--- src/sv/trd_pkg.sv ---
`timescale 1ns / 1ps
// ----------------------------------------------------------------------------
// trd_pkg
// Shared types and constants of the Targa run-length decoder.
// ----------------------------------------------------------------------------
package trd_pkg;

  localparam int unsigned MAX_PIXEL_BYTES = 4;

  localparam int unsigned BYTE_W  = 8;
  localparam int unsigned PIXEL_W = 32;
  localparam int unsigned RUN_W   = 8;
  localparam int unsigned DIM_W   = 16;
  localparam int unsigned COUNT_W = 32;
  localparam int unsigned BPP_W   = 3;
  localparam int unsigned CIDX_W  = 2;

  // Configuration register indexes.
  localparam logic [CIDX_W-1:0] CFG_BYTES_PER_PIXEL = 2'd0;
  localparam logic [CIDX_W-1:0] CFG_IMAGE_WIDTH     = 2'd1;
  localparam logic [CIDX_W-1:0] CFG_IMAGE_HEIGHT    = 2'd2;

  localparam logic [BPP_W-1:0] BPP_RESET = 3'd3;

  // Settings handed from the register block to the decoder.
  typedef struct packed {
    logic [BPP_W-1:0]   bytes_per_pixel;
    logic [COUNT_W-1:0] image_size;
  } trd_cfg_t;

endpackage

--- src/sv/trd_cfg.sv ---
`timescale 1ns / 1ps
// ----------------------------------------------------------------------------
// trd_cfg
// Configuration registers and the registered image size product.
// ----------------------------------------------------------------------------
module trd_cfg (
  input  logic                        clk_i,
  input  logic                        rst_ni,
  input  logic                        cfg_valid_i,
  output logic                        cfg_ready_o,
  input  logic [trd_pkg::CIDX_W-1:0]  cfg_index_i,
  input  logic [trd_pkg::DIM_W-1:0]   cfg_data_i,
  output trd_pkg::trd_cfg_t           cfg_o,
  output logic                        busy_o
);
  import trd_pkg::*;

  logic [BPP_W-1:0]   bpp_q;
  logic [DIM_W-1:0]   width_q;
  logic [DIM_W-1:0]   height_q;
  logic [COUNT_W-1:0] size_q;
  logic               busy_q;
  logic               cfg_rdy_q;
  logic               wr_en;

  assign cfg_ready_o = cfg_rdy_q;
  assign wr_en       = cfg_valid_i & cfg_rdy_q;

  // Both channels are held off during reset and until the first clock edge after it.
  always_ff @(posedge clk_i or negedge rst_ni) begin
    if (!rst_ni) begin
      bpp_q     <= BPP_RESET;
      width_q   <= '0;
      height_q  <= '0;
      size_q    <= '0;
      busy_q    <= 1'b1;
      cfg_rdy_q <= 1'b0;
    end else begin
      cfg_rdy_q <= 1'b1;
      // The product is registered from the dimension registers; busy_q holds
      // off input items until it has caught up.
      size_q <= {{(COUNT_W-DIM_W){1'b0}}, width_q} * {{(COUNT_W-DIM_W){1'b0}}, height_q};
      busy_q <= wr_en;
      if (wr_en) begin
        case (cfg_index_i)
          CFG_BYTES_PER_PIXEL: bpp_q    <= cfg_data_i[BPP_W-1:0];
          CFG_IMAGE_WIDTH:     width_q  <= cfg_data_i;
          CFG_IMAGE_HEIGHT:    height_q <= cfg_data_i;
          default: ;
        endcase
      end
    end
  end

  assign cfg_o.bytes_per_pixel = bpp_q;
  assign cfg_o.image_size      = size_q;
  assign busy_o                = busy_q;

endmodule

--- src/sv/trd_core.sv ---
`timescale 1ns / 1ps
// ----------------------------------------------------------------------------
// trd_core
// Input register, packet and pixel decode state, and result register.
// ----------------------------------------------------------------------------
module trd_core (
  input  logic                         clk_i,
  input  logic                         rst_ni,
  input  trd_pkg::trd_cfg_t            cfg_i,
  input  logic                         hold_i,
  input  logic                         in_valid_i,
  output logic                         in_ready_o,
  input  logic [trd_pkg::BYTE_W-1:0]   data_byte_i,
  output logic                         out_valid_o,
  input  logic                         out_ready_i,
  output logic [trd_pkg::PIXEL_W-1:0]  pixel_value_o,
  output logic [trd_pkg::RUN_W-1:0]    run_length_o,
  output logic                         image_done_o
);
  import trd_pkg::*;

  typedef enum logic [1:0] {
    PH_HEADER  = 2'd0,
    PH_REPEAT  = 2'd1,
    PH_LITERAL = 2'd2
  } phase_e;

  // Input register.
  logic              in_valid_q;
  logic [BYTE_W-1:0] byte_q;

  // Decode state.
  phase_e             phase_q, phase_d;
  logic [RUN_W-1:0]   left_q, left_d;
  logic [1:0]         idx_q, idx_d;
  logic [PIXEL_W-1:0] asm_q, asm_d;
  logic [COUNT_W-1:0] done_cnt_q, done_cnt_d;

  // Result register.
  logic               out_valid_q;
  logic [PIXEL_W-1:0] value_q, value_d;
  logic [RUN_W-1:0]   run_q, run_d;
  logic               img_done_q, img_done_d;

  logic               fire;
  logic               emit;
  logic [BPP_W-1:0]   pix_size;
  logic [BPP_W-1:0]   idx_inc;
  logic [PIXEL_W-1:0] asm_new;
  logic [RUN_W-1:0]   run_raw;
  logic [RUN_W-1:0]   left_new;
  logic [COUNT_W:0]   sum_ext;
  logic               exhausted;
  logic               size_over;
  logic [COUNT_W-1:0] remaining;

  assign fire       = in_valid_q & (~out_valid_q | out_ready_i);
  assign in_ready_o = (~in_valid_q | fire) & ~hold_i;

  always_comb begin
    if (cfg_i.bytes_per_pixel == '0) begin
      pix_size = 3'd1;
    end else if (cfg_i.bytes_per_pixel > BPP_W'(MAX_PIXEL_BYTES)) begin
      pix_size = BPP_W'(MAX_PIXEL_BYTES);
    end else begin
      pix_size = cfg_i.bytes_per_pixel;
    end
  end

  assign idx_inc = {1'b0, idx_q} + 3'd1;
  assign asm_new = asm_q | ({{(PIXEL_W-BYTE_W){1'b0}}, byte_q} << {idx_q, 3'b000});

  // Image accounting: the run finishes the image when the running count
  // reaches the image size, or when the image is empty or already overrun.
  assign size_over = cfg_i.image_size > done_cnt_q;
  assign remaining = cfg_i.image_size - done_cnt_q;
  assign sum_ext   = {1'b0, done_cnt_q} + {{(COUNT_W+1-RUN_W){1'b0}}, run_raw};
  assign exhausted = ~size_over | (sum_ext >= {1'b0, cfg_i.image_size});

  always_comb begin
    phase_d    = phase_q;
    left_d     = left_q;
    idx_d      = idx_q;
    asm_d      = asm_q;
    done_cnt_d = done_cnt_q;
    value_d    = asm_new;
    run_d      = 8'd1;
    img_done_d = 1'b0;
    emit       = 1'b0;
    run_raw    = 8'd1;
    left_new   = left_q - 8'd1;

    case (phase_q)
      PH_REPEAT, PH_LITERAL: begin
        if (idx_inc < pix_size) begin
          idx_d = idx_inc[1:0];
          asm_d = asm_new;
        end else begin
          emit  = 1'b1;
          idx_d = '0;
          asm_d = '0;
          if (phase_q == PH_REPEAT) begin
            run_raw  = (left_q == '0) ? 8'd1 : left_q;
            left_new = '0;
          end
          run_d = run_raw;
          if (exhausted) begin
            if (size_over) begin
              run_d = remaining[RUN_W-1:0];
            end
            done_cnt_d = '0;
            img_done_d = 1'b1;
          end else begin
            done_cnt_d = sum_ext[COUNT_W-1:0];
          end
          left_d = left_new;
          if (exhausted || left_new == '0) begin
            phase_d = PH_HEADER;
            left_d  = '0;
          end
        end
      end
      default: begin
        // Packet header: bit 7 selects a repeat packet.
        left_d  = {1'b0, byte_q[6:0]} + 8'd1;
        idx_d   = '0;
        asm_d   = '0;
        phase_d = byte_q[7] ? PH_REPEAT : PH_LITERAL;
      end
    endcase
  end

  always_ff @(posedge clk_i or negedge rst_ni) begin
    if (!rst_ni) begin
      in_valid_q  <= 1'b0;
      phase_q     <= PH_HEADER;
      left_q      <= '0;
      idx_q       <= '0;
      asm_q       <= '0;
      done_cnt_q  <= '0;
      out_valid_q <= 1'b0;
    end else begin
      if (in_valid_i && in_ready_o) begin
        in_valid_q <= 1'b1;
      end else if (fire) begin
        in_valid_q <= 1'b0;
      end
      if (out_valid_q && out_ready_i) begin
        out_valid_q <= 1'b0;
      end
      if (fire) begin
        phase_q    <= phase_d;
        left_q     <= left_d;
        idx_q      <= idx_d;
        asm_q      <= asm_d;
        done_cnt_q <= done_cnt_d;
        if (emit) begin
          out_valid_q <= 1'b1;
        end
      end
    end
  end

  always_ff @(posedge clk_i) begin
    if (in_valid_i && in_ready_o) begin
      byte_q <= data_byte_i;
    end
    if (fire && emit) begin
      value_q    <= value_d;
      run_q      <= run_d;
      img_done_q <= img_done_d;
    end
  end

  assign out_valid_o   = out_valid_q;
  assign pixel_value_o = value_q;
  assign run_length_o  = run_q;
  assign image_done_o  = img_done_q;

endmodule

--- src/sv/tga_rle_run_decoder.sv ---
`timescale 1ns / 1ps
// ----------------------------------------------------------------------------
// tga_rle_run_decoder
// Run-length decoder for the compressed pixel stream of a Targa image.
// ----------------------------------------------------------------------------
// The input channel takes one byte of the compressed stream per item. Each
// complete pixel leaves on the output channel as one item carrying the pixel
// bytes (first byte in bits 7:0), its run length and an end-of-image flag.
// Header bytes and partial pixel bytes produce no output item.
// A byte is captured in an input register and decoded from there into the
// result register once that register is free. One byte is taken every cycle
// while the output is drained and no configuration write is pending; the
// decode step between the two registers is combinational.
// When the receiver stalls, the result register holds and the byte behind it
// waits in the input register; input ready drops once both are full.
// Configuration writes (index 0 pixel size, 1 width, 2 height) are taken in
// any cycle once reset is over; input ready is low for the cycle after a
// write while the image size product is updated.
// Reset clears all decode state, sets the pixel size to 3 bytes and the
// image dimensions to zero. Input and configuration ready stay low during
// reset and until the first clock edge after it.
// ----------------------------------------------------------------------------
module tga_rle_run_decoder (
  input  logic                         clk_i,
  input  logic                         rst_ni,
  input  logic                         cfg_valid_i,
  output logic                         cfg_ready_o,
  input  logic [trd_pkg::CIDX_W-1:0]   cfg_index_i,
  input  logic [trd_pkg::DIM_W-1:0]    cfg_data_i,
  input  logic                         in_valid_i,
  output logic                         in_ready_o,
  input  logic [trd_pkg::BYTE_W-1:0]   data_byte_i,
  output logic                         out_valid_o,
  input  logic                         out_ready_i,
  output logic [trd_pkg::PIXEL_W-1:0]  pixel_value_o,
  output logic [trd_pkg::RUN_W-1:0]    run_length_o,
  output logic                         image_done_o
);
  import trd_pkg::*;

  trd_cfg_t cfg;
  logic     cfg_busy;

  trd_cfg u_cfg (
    .clk_i       (clk_i),
    .rst_ni      (rst_ni),
    .cfg_valid_i (cfg_valid_i),
    .cfg_ready_o (cfg_ready_o),
    .cfg_index_i (cfg_index_i),
    .cfg_data_i  (cfg_data_i),
    .cfg_o       (cfg),
    .busy_o      (cfg_busy)
  );

  trd_core u_core (
    .clk_i         (clk_i),
    .rst_ni        (rst_ni),
    .cfg_i         (cfg),
    .hold_i        (cfg_busy),
    .in_valid_i    (in_valid_i),
    .in_ready_o    (in_ready_o),
    .data_byte_i   (data_byte_i),
    .out_valid_o   (out_valid_o),
    .out_ready_i   (out_ready_i),
    .pixel_value_o (pixel_value_o),
    .run_length_o  (run_length_o),
    .image_done_o  (image_done_o)
  );

  // A result never carries an empty or oversized run.
  a_run_nonzero: assert property (@(posedge clk_i) disable iff (!rst_ni)
    out_valid_o |-> (run_length_o != 8'd0))
    else $error("output item with zero run length");

  a_run_max: assert property (@(posedge clk_i) disable iff (!rst_ni)
    out_valid_o |-> (run_length_o <= 8'd128))
    else $error("output item with run length above 128");

  // The image size product must settle before the next input item.
  a_cfg_hold: assert property (@(posedge clk_i) disable iff (!rst_ni)
    (cfg_valid_i && cfg_ready_o) |=> !in_ready_o)
    else $error("input accepted while image size is updating");

endmodule

--- config.mk ---
export PLATFORM = sky130hd
export DESIGN_NAME = tga_rle_run_decoder
export DESIGN_NICKNAME = d
export VERILOG_FILES = /design/src/sv/trd_pkg.sv /design/src/sv/trd_cfg.sv /design/src/sv/trd_core.sv /design/src/sv/tga_rle_run_decoder.sv
export SDC_FILE = /design/constraint.sdc
export NUM_CORES = 1
export LEC_CHECK = 0
export ABC_AREA = 1
export BUFFER_PORTS_ARGS = -buffer_cell sky130_fd_sc_hd__buf_2
export CORE_ASPECT_RATIO = 0.75
export CORE_UTILIZATION = 64
export DETAILED_ROUTE_END_ITERATION = 10
export PLACE_DENSITY = 0.82
export RECOVER_POWER = 50
export SLEW_MARGIN = 20
export SYNTH_ARGS = -nofsm -noshare
export SYNTH_HDL_FRONTEND = slang
export SYNTH_SLANG_ARGS = --single-unit
--- constraint.sdc ---
create_clock -name clk_i -period 7 [get_ports clk_i]
set_clock_uncertainty 0.1 [all_clocks]
set_input_delay 0.35 -clock clk_i [delete_from_list [all_inputs] [get_ports clk_i]]
set_output_delay 0.35 -clock clk_i [all_outputs]
set_load 0.02 [all_outputs]
==> Word level (Yosys, flattened, before mapping) <==
Cells that the tools add are included.
{ "op_classes": {"add_sub_neg": 5, "mul": 1, "n_div": 0, "n_lt_le_gt_ge": 4, "n_eq_ne": 6, "shifts": 1, "mux": 31, "bitwise": 13, "n_reduce_logical": 17} }
{ "op_table": {"columns": ["operator", "n"], "rows": [
  ["$mux 32", 3],
  ["$mux 8", 12],
  ["$add 32x8->33", 1],
  ["$ge 33x32->1", 1],
  ["$gt 32x32->1", 1],
  ["$mul 16x16->32", 1],
  ["$or 32x32->32", 1],
  ["$shl 8x5->32", 1],
  ["$logic_not 8->1", 2],
  ["$mux 2", 6],
  ["$add 7x1->8 const B", 1],
  ["$mux 1", 8],
  ["$reduce_and 2->1", 4],
  ["$sub 8x1->8 const B", 1],
  ["$sub 8x8->8", 1],
  ["$mux 3", 2],
  ["$not 1->1", 6],
  ["$reduce_and 3->1", 2],
  ["$eq 2x1->1 const B", 2],
  ["$eq 2x2->1 const B", 2],
  ["$reduce_or 2->1", 2],
  ["$add 2x1->3 const B", 1],
  ["$and 1x1->1", 3],
  ["$gt 3x3->1 const B", 1],
  ["other kinds (9)", 13]
]} }
{ "totals": {"reg_bits": 196, "latchBits": 0, "ram_bits": 0, "rom_bits": 0, "output_inout_bits": 44, "word_cells": 95, "memories": 0} }

==> Logic depth before layout (Yosys ltp) <==
{ "depth": {"depth_word": 13, "mapped_depth": 38, "depth_no_buf": 37} }

==> Modules after synthesis <==
From an unflattened synthesis, not the netlist that was laid out.
{ "hier_totals": {"hier_cells": 2615, "hier_area_um2": 20096.8} }
{ "modules_own_cells": {"columns": ["mod", "instances", "cells_each", "area_per_inst_um2", "seq_area_each_um2"], "rows": [
  ["trd_cfg", 1, 1545, 11649.9, 1730.4],
  ["trd_core", 1, 1070, 8446.9, 3423.3]
]} }

==> Least setup slack after synthesis <==
No wires, ideal clock.
{ "synth_path": {"path_kind": "reg2reg", "from": "reg u_cfg.height_q[7]", "to": "reg u_cfg.size_q[28]", "arrival_ns": 5.578, "slack_ns": 1.198, "stages_incl_launch_ff": 22, "n_path_buf": 2, "cell_sequence": "dfrtp_1 > clkbuf_1 > clkbuf_1 > nand2_1 > fa_1 > inv_1 > fa_1 > inv_1 > fa_1 > inv_1 > fa_1 > inv_1 > fa_1 > inv_1 > fa_1 > ha_1 > nand2_1 > nor4_1 > a21oi_1 > o21ai_0 > a21oi_1 > xnor2_1"} }
{ "synth_via": {"elab_chain_cells": 1} }
{ "synth_rtl": {"columns": ["item", "line", "rtl"], "rows": [
  ["from (decl)", "trd_cfg.sv:20", "logic [DIM_W-1:0] height_q;"],
  ["from (signal assigned)", "trd_cfg.sv:48", "CFG_IMAGE_HEIGHT: height_q <= cfg_data_i;"],
  ["$mul 16x16->32", "trd_cfg.sv:42", "size_q <= {{(COUNT_W-DIM_W){1'b0}}, width_q} * {{(COUNT_W-DIM_W){1'b0}}, height_q};"],
  ["to (signal assigned)", "trd_cfg.sv:42", null],
  ["to (decl)", "trd_cfg.sv:21", "logic [COUNT_W-1:0] size_q;"]
]} }
Every way passes these cells.
A chain may end at the register's enable or synchronous reset.

==> Final worst setup path <==
{ "layout_path": {"from": "reg u_cfg.width_q[14]", "to": "reg u_cfg.size_q[28]"} }
{ "layout_via": {"elab_chain_cells": 1} }
{ "layout_rtl": {"columns": ["item", "line", "rtl"], "rows": [
  ["from (decl)", "trd_cfg.sv:19", "logic [DIM_W-1:0] width_q;"],
  ["from (signal assigned)", "trd_cfg.sv:47", "CFG_IMAGE_WIDTH: width_q <= cfg_data_i;"],
  ["$mul 16x16->32", "trd_cfg.sv:42", null]
]} }
Every way passes these cells.

==> report_table.html <==
<table>
<tr><th>Metric</th><th>Value</th></tr>
<tr><th colspan="2">CTS</th></tr>
<tr><td>Number of buffers inserted to repair setup after CTS</td><td>0</td></tr>
<tr><td>Number of sinks handled by clock tree synthesis</td><td>196</td></tr>
<tr><td>Clock H-tree levels</td><td>4</td></tr>
<tr><td>Clock latency reported for the late side of the worst-skew pair</td><td>0.46 ns</td></tr>
<tr><td>Clock root buffer</td><td>sky130_fd_sc_hd__clkbuf_16</td></tr>
<tr><td>Number of buffers on the longest clock path</td><td>2</td></tr>
<tr><td>Number of buffers added by the clock tree synthesis step</td><td>17</td></tr>
<tr><td>Clock tree from TritonCTS</td><td>built</td></tr>
<tr><td>CTS clock-pin slew for the worst setup and hold paths</td><td>0.08 ns</td></tr>
<tr><th colspan="2">Setup path</th></tr>
<tr><td>Category of the worst setup path launch point</td><td>flop</td></tr>
<tr><td>Worst setup EP type</td><td>flop</td></tr>
<tr><td>CP cell instances</td><td>nand2_1 -&gt; fa_1 -&gt; inv_1 -&gt; fa_1 -&gt; inv_1 -&gt; fa_1 -&gt; fa_1 -&gt; fa_1 -&gt; inv_1 -&gt; fa_1 -&gt; ha_1 -&gt; a21oi_1 -&gt; inv_1 -&gt; a31oi_1 -&gt; nand2_1 -&gt; a21oi_1 -&gt; o21ai_0 -&gt; a21oi_1 -&gt; xnor2_1</td></tr>
<tr><td>CP most frequent cell</td><td>sky130_fd_sc_hd__fa_1</td></tr>
<tr><td>Required arrival time at the worst endpoint</td><td>7.29 ns</td></tr>
<tr><td>Family with the most delay on the worst path</td><td>adder cells</td></tr>
<tr><td>Highest-delay cell along the critical path</td><td>sky130_fd_sc_hd__dfrtp_1</td></tr>
<tr><td>Maximum fanout along the worst path</td><td>17</td></tr>
<tr><td>CP Buf/Inv Count</td><td>4</td></tr>
<tr><td>WS Path Type</td><td>flop to flop</td></tr>
<tr><td>Biggest cell delay along the critical path</td><td>0.86 ns</td></tr>
<tr><td>Critical path arrival</td><td>6.44 ns</td></tr>
<tr><th colspan="2">Drt</th></tr>
<tr><td>Detailed Route WL</td><td>between 40000 and 50000 µm</td></tr>
<tr><td>Uppermost layer routed</td><td>met5</td></tr>
<tr><td>1st-pass router iterations</td><td>7</td></tr>
<tr><td>Number of vias per cell after detailed routing</td><td>about 5.6</td></tr>
<tr><td>First-iteration detailed-routing DRC count</td><td>1443</td></tr>
<tr><td>Post-detailed-route count of antenna-violating nets</td><td>0</td></tr>
<tr><td>DRT met1 WL</td><td>21400 µm</td></tr>
<tr><td>Number of remaining DRC errors</td><td>0</td></tr>
<tr><td>Total met2 wirelength after detailed routing</td><td>21900 µm</td></tr>
<tr><td>Met3 wire length</td><td>4310 µm</td></tr>
<tr><td>Total vias in the final route</td><td>15.6k</td></tr>
<tr><td>Post-detailed-route wirelength per cell</td><td>17.4 µm</td></tr>
<tr><th colspan="2">STA</th></tr>
<tr><td>Aggregate negative setup slack</td><td>0 ns</td></tr>
<tr><td>Setup repair after global routing missed its margin</td><td>false</td></tr>
<tr><td>Final Max Tran Viols</td><td>150</td></tr>
<tr><td>Smallest setup slack after layout</td><td>~0.85 ns</td></tr>
<tr><td>Final critical-path share of the clock period</td><td>87.9%</td></tr>
<tr><td>Worst-margin pin slew</td><td>4.28 ns</td></tr>
<tr><td>Slew Limit Headroom</td><td>-185%</td></tr>
<tr><td>Final Hold Vio Count</td><td>0</td></tr>
<tr><td>Setup Viol. Count Final</td><td>0</td></tr>
<tr><td>Minimum clock period after layout</td><td>6.15 ns</td></tr>
<tr><td>Highest Clock Rate</td><td>0.163 GHz</td></tr>
<tr><th colspan="2">Layout</th></tr>
<tr><td>Diode count</td><td>0</td></tr>
<tr><td>Area growth syn-to-layout</td><td>6.62%</td></tr>
<tr><td>Multi-input combinational cell area</td><td>around 12000 µm²</td></tr>
<tr><td>Fillcell total</td><td>2301</td></tr>
<tr><td>Footprint of the flip-flops and latches</td><td>5150 µm²</td></tr>
<tr><td>Fraction of final layout cells with drive strength greater than 1</td><td>about 5.3%</td></tr>
<tr><td>Nets@finish</td><td>2798</td></tr>
<tr><th colspan="2">Synth</th></tr>
<tr><td>Ranking of synthesized cells by area</td><td>sky130_fd_sc_hd__fa_1 (20%), sky130_fd_sc_hd__dfrtp_1 (19%), sky130_fd_sc_hd__ha_1 (12%), sky130_fd_sc_hd__nand2_1 (10%), sky130_fd_sc_hd__inv_1 (10%)</td></tr>
<tr><td>Proportion of netlist area held by the largest area contributor</td><td>20.4%</td></tr>
<tr><td>Synth Cell Area</td><td>19200 µm²</td></tr>
<tr><td>Most used standard cells in the synthesized netlist</td><td>sky130_fd_sc_hd__nand2_1 (535), sky130_fd_sc_hd__inv_1 (512), sky130_fd_sc_hd__fa_1 (196)</td></tr>
<tr><td>Synthesized Nets</td><td>2771</td></tr>
<tr><td>Number of enable-type register cells in the synthesized netlist</td><td>49</td></tr>
<tr><td>Portion of the post-synthesis area used by sequential elements</td><td>between 20 and 30%</td></tr>
<tr><td>Total of flip-flops plus latches after synthesis</td><td>196</td></tr>
<tr><td>Unique masters post-synth</td><td>45</td></tr>
<tr><td>Most numerous cell in the Yosys netlist</td><td>sky130_fd_sc_hd__nand2_1</td></tr>
<tr><td>Number of warnings reported in the yosys synthesis log</td><td>0</td></tr>
<tr><td>Top FF cell, synth</td><td>sky130_fd_sc_hd__dfrtp_1</td></tr>
<tr><td>Async set or reset register ratio after synthesis</td><td>75.0%</td></tr>
<tr><td>Cell type with the highest aggregate area in the netlist</td><td>sky130_fd_sc_hd__fa_1</td></tr>
<tr><td>Synth Area per Inst</td><td>8.13 µm²</td></tr>
<tr><td>Count of mapped cells out of synthesis</td><td>2361</td></tr>
<tr><th colspan="2">Outcome</th></tr>
<tr><td>Failing checks</td><td>capacitance limit, slew limit</td></tr>
<tr><td>Run status</td><td>finished with violations</td></tr>
<tr><th colspan="2">Global route</th></tr>
<tr><td>Congestion Overflow GR</td><td>0</td></tr>
<tr><td>Via count of the first global-routing pass</td><td>15.5k</td></tr>
<tr><td>Number of antenna violations at the first check in global routing</td><td>0</td></tr>
<tr><td>Maximum number of pins on one net before global-route repair</td><td>80</td></tr>
<tr><td>Overall Global Routing Usage</td><td>roughly 33%</td></tr>
<tr><td>First-pass GRT wire length</td><td>78700 µm</td></tr>
<tr><th colspan="2">Placed design</th></tr>
<tr><td>HPWL reported at the end of detailed placement</td><td>37700 µm</td></tr>
<tr><td>Placement-stage worst setup slack</td><td>0.868 ns</td></tr>
<tr><td>Port-buffer cells</td><td>74</td></tr>
<tr><td>Routability congestion estimate</td><td>~0.94</td></tr>
<tr><th colspan="2">Die</th></tr>
<tr><td>Count of boundary I/O pins</td><td>75</td></tr>
<tr><td>Die Outline Area</td><td>30700 µm²</td></tr>
<tr><td>Placeable core area</td><td>29300 µm²</td></tr>
<tr><td>Number of rows in the core area</td><td>54</td></tr>
<tr><td>Effective utilization at floorplan</td><td>between 60% and 70%</td></tr>
<tr><td>Die Y</td><td>about 150 µm</td></tr>
<tr><td>Die span in x</td><td>202 µm</td></tr>
<tr><th colspan="2">Power and ir drop</th></tr>
<tr><td>Highest ir drop seen on vdd</td><td>0.554 mV</td></tr>
<tr><td>Power Density</td><td>a little over 500 nW/µm²</td></tr>
<tr><td>Static Leak</td><td>0.0112 µW</td></tr>
<tr><th colspan="2">Hold path</th></tr>
<tr><td>Hold crit path type</td><td>input pin to flop</td></tr>
<tr><th colspan="2">Flow run</th></tr>
<tr><td>Number of violations of the max-capacitance limit</td><td>2</td></tr>
</table>
## flip-flops by register name, indices dropped and copies added, names as in the netlist
signal and flops:
u_cfg.bpp_q 3, u_cfg.busy_o 1, u_cfg.cfg_ready_o 1, u_cfg.height_q 16, u_cfg.size_q 32, u_cfg.width_q 16, u_core.asm_q 32, u_core.byte_q 8
u_core.done_cnt_q 32, u_core.idx_q 2, u_core.image_done_o 1, u_core.in_valid_q 1, u_core.left_q 8, u_core.out_valid_o 1, u_core.phase_q 2, u_core.pixel_value_o 32
u_core.run_length_o 8
## layer usage
layer  vias up  GRT usage, %
met3        73          5.98
li1       7274             -
met1      7533          47.6
met4         2          8.08
met5         -          2.33
met2       741          50.5
## path summary, 6_finish.rpt
kind	from	to	slack, ns	depth (start not counted)
worst max-delay path	u_cfg.width_q[14]	u_cfg.size_q[28]	0.85	19
worst min-delay path	cfg_data_i[6]	u_cfg.height_q[6]	0.05	3
worst max register to register	u_cfg.width_q[14]	u_cfg.size_q[28]	0.85	19
worst min register to register	u_core.phase_q[1]	u_core.phase_q[1]	0.38	2
max in group asynchronous	rst_ni	u_cfg.width_q[3]	1.57	3
min in group asynchronous	rst_ni	u_core.done_cnt_q[25]	1.85	2
## power breakdown
part	total (µW)	internal, µW	switching, µW	leakage (µW)
combinational	7540	2780	4750	0.00857
clock	998	486	512	0.000294
sequential	1920	1570	349	0.00235
total	10500	4840	5610	0.0112
## cell type report
class	count	share of cell area [%]
Clock buffer	17	2.08
Clock inverter	15	0.905
Inverter	519	9.52
Multi-Input combinational cell	1551	57.3
Sequential cell	196	25.2
Tap cell	392	2.40
Timing Repair Buffer	103	2.66
## cell usage in the layout, fill, tap and decap left out, types with 2 or more instances in the layout
master / instances
sky130_fd_sc_hd__nand2_1: 535
sky130_fd_sc_hd__inv_1: 512
sky130_fd_sc_hd__fa_1: 196
sky130_fd_sc_hd__ha_1: 183
sky130_fd_sc_hd__dfrtp_1: 144
sky130_fd_sc_hd__nor2_1: 127
sky130_fd_sc_hd__a21oi_1: 122
sky130_fd_sc_hd__o21ai_0: 81
sky130_fd_sc_hd__nor3_1: 55
sky130_fd_sc_hd__nand3_1: 50
sky130_fd_sc_hd__clkbuf_1: 49
sky130_fd_sc_hd__edfxtp_1: 49
sky130_fd_sc_hd__xor2_1: 48
sky130_fd_sc_hd__or2_2: 33
sky130_fd_sc_hd__nand4_1: 32
sky130_fd_sc_hd__o21ai_1: 28
sky130_fd_sc_hd__buf_2: 27
sky130_fd_sc_hd__clkbuf_16: 17
sky130_fd_sc_hd__buf_4: 16
sky130_fd_sc_hd__xnor2_1: 15
sky130_fd_sc_hd__dlygate4sd3_1: 10
sky130_fd_sc_hd__a31oi_1: 8
sky130_fd_sc_hd__clkinv_8: 6
sky130_fd_sc_hd__a21o_1: 5
sky130_fd_sc_hd__inv_8: 5
sky130_fd_sc_hd__nand3b_1: 4
sky130_fd_sc_hd__inv_2: 4
sky130_fd_sc_hd__nor4_1: 3
sky130_fd_sc_hd__clkinv_1: 3
sky130_fd_sc_hd__nand2_2: 2
sky130_fd_sc_hd__o211ai_1: 2
sky130_fd_sc_hd__a21boi_0: 2
sky130_fd_sc_hd__o21a_1: 2
sky130_fd_sc_hd__a22oi_1: 2
sky130_fd_sc_hd__nand2_4: 2
sky130_fd_sc_hd__nor2_8: 2
sky130_fd_sc_hd__dfstp_2: 2
## per-stage QoR
step | hold slack (ns) | cells | area [µm²] | total power, µW | util (%)
6_report | 0.0517 | 2793 | 20500 | 10500 | 70.0
5_1_grt | 0.0557 | 2793 | 20500 | 11600 | 70.0
4_1_cts | 0.0439 | 2793 | 20500 | 10400 | 70.2
3_5_place_dp | 0.344 | 2751 | 19800 | 9370 | 67.8
3_3_place_gp | 0.339 | 2751 | 19800 | 9150 | 67.8
2_1_floorplan | -0.0456 | 2361 | 19200 | 7430 | -
## tightest hold or removal path: cells and delay by family
kind / cells / cell delay [ns]
buffers and inverters: 2 / 0.14
AOI/OAI and AO/OA: 1 / 0.07
## kinds of logic after synthesis
logic type      Yosys count  synth area share [%]
compound gates          257                  7.01
fa+ha+maj               379                  32.4
flops                   196                  26.8
xor+xnor                 63                  2.87
buf+inv                 614                  12.1
other cells               1                0.0195
simple gates            851                  18.7
## timing repair
item | 4_1_cts | 5_1_grt
endpoints found under the setup margin | 0 | 0
endpoints found under the hold margin | 87 | 0
resized for setup | 0 | 0
hold buffers | 10 | 0
No activity file was read; power rests on OpenSTA's default activity.
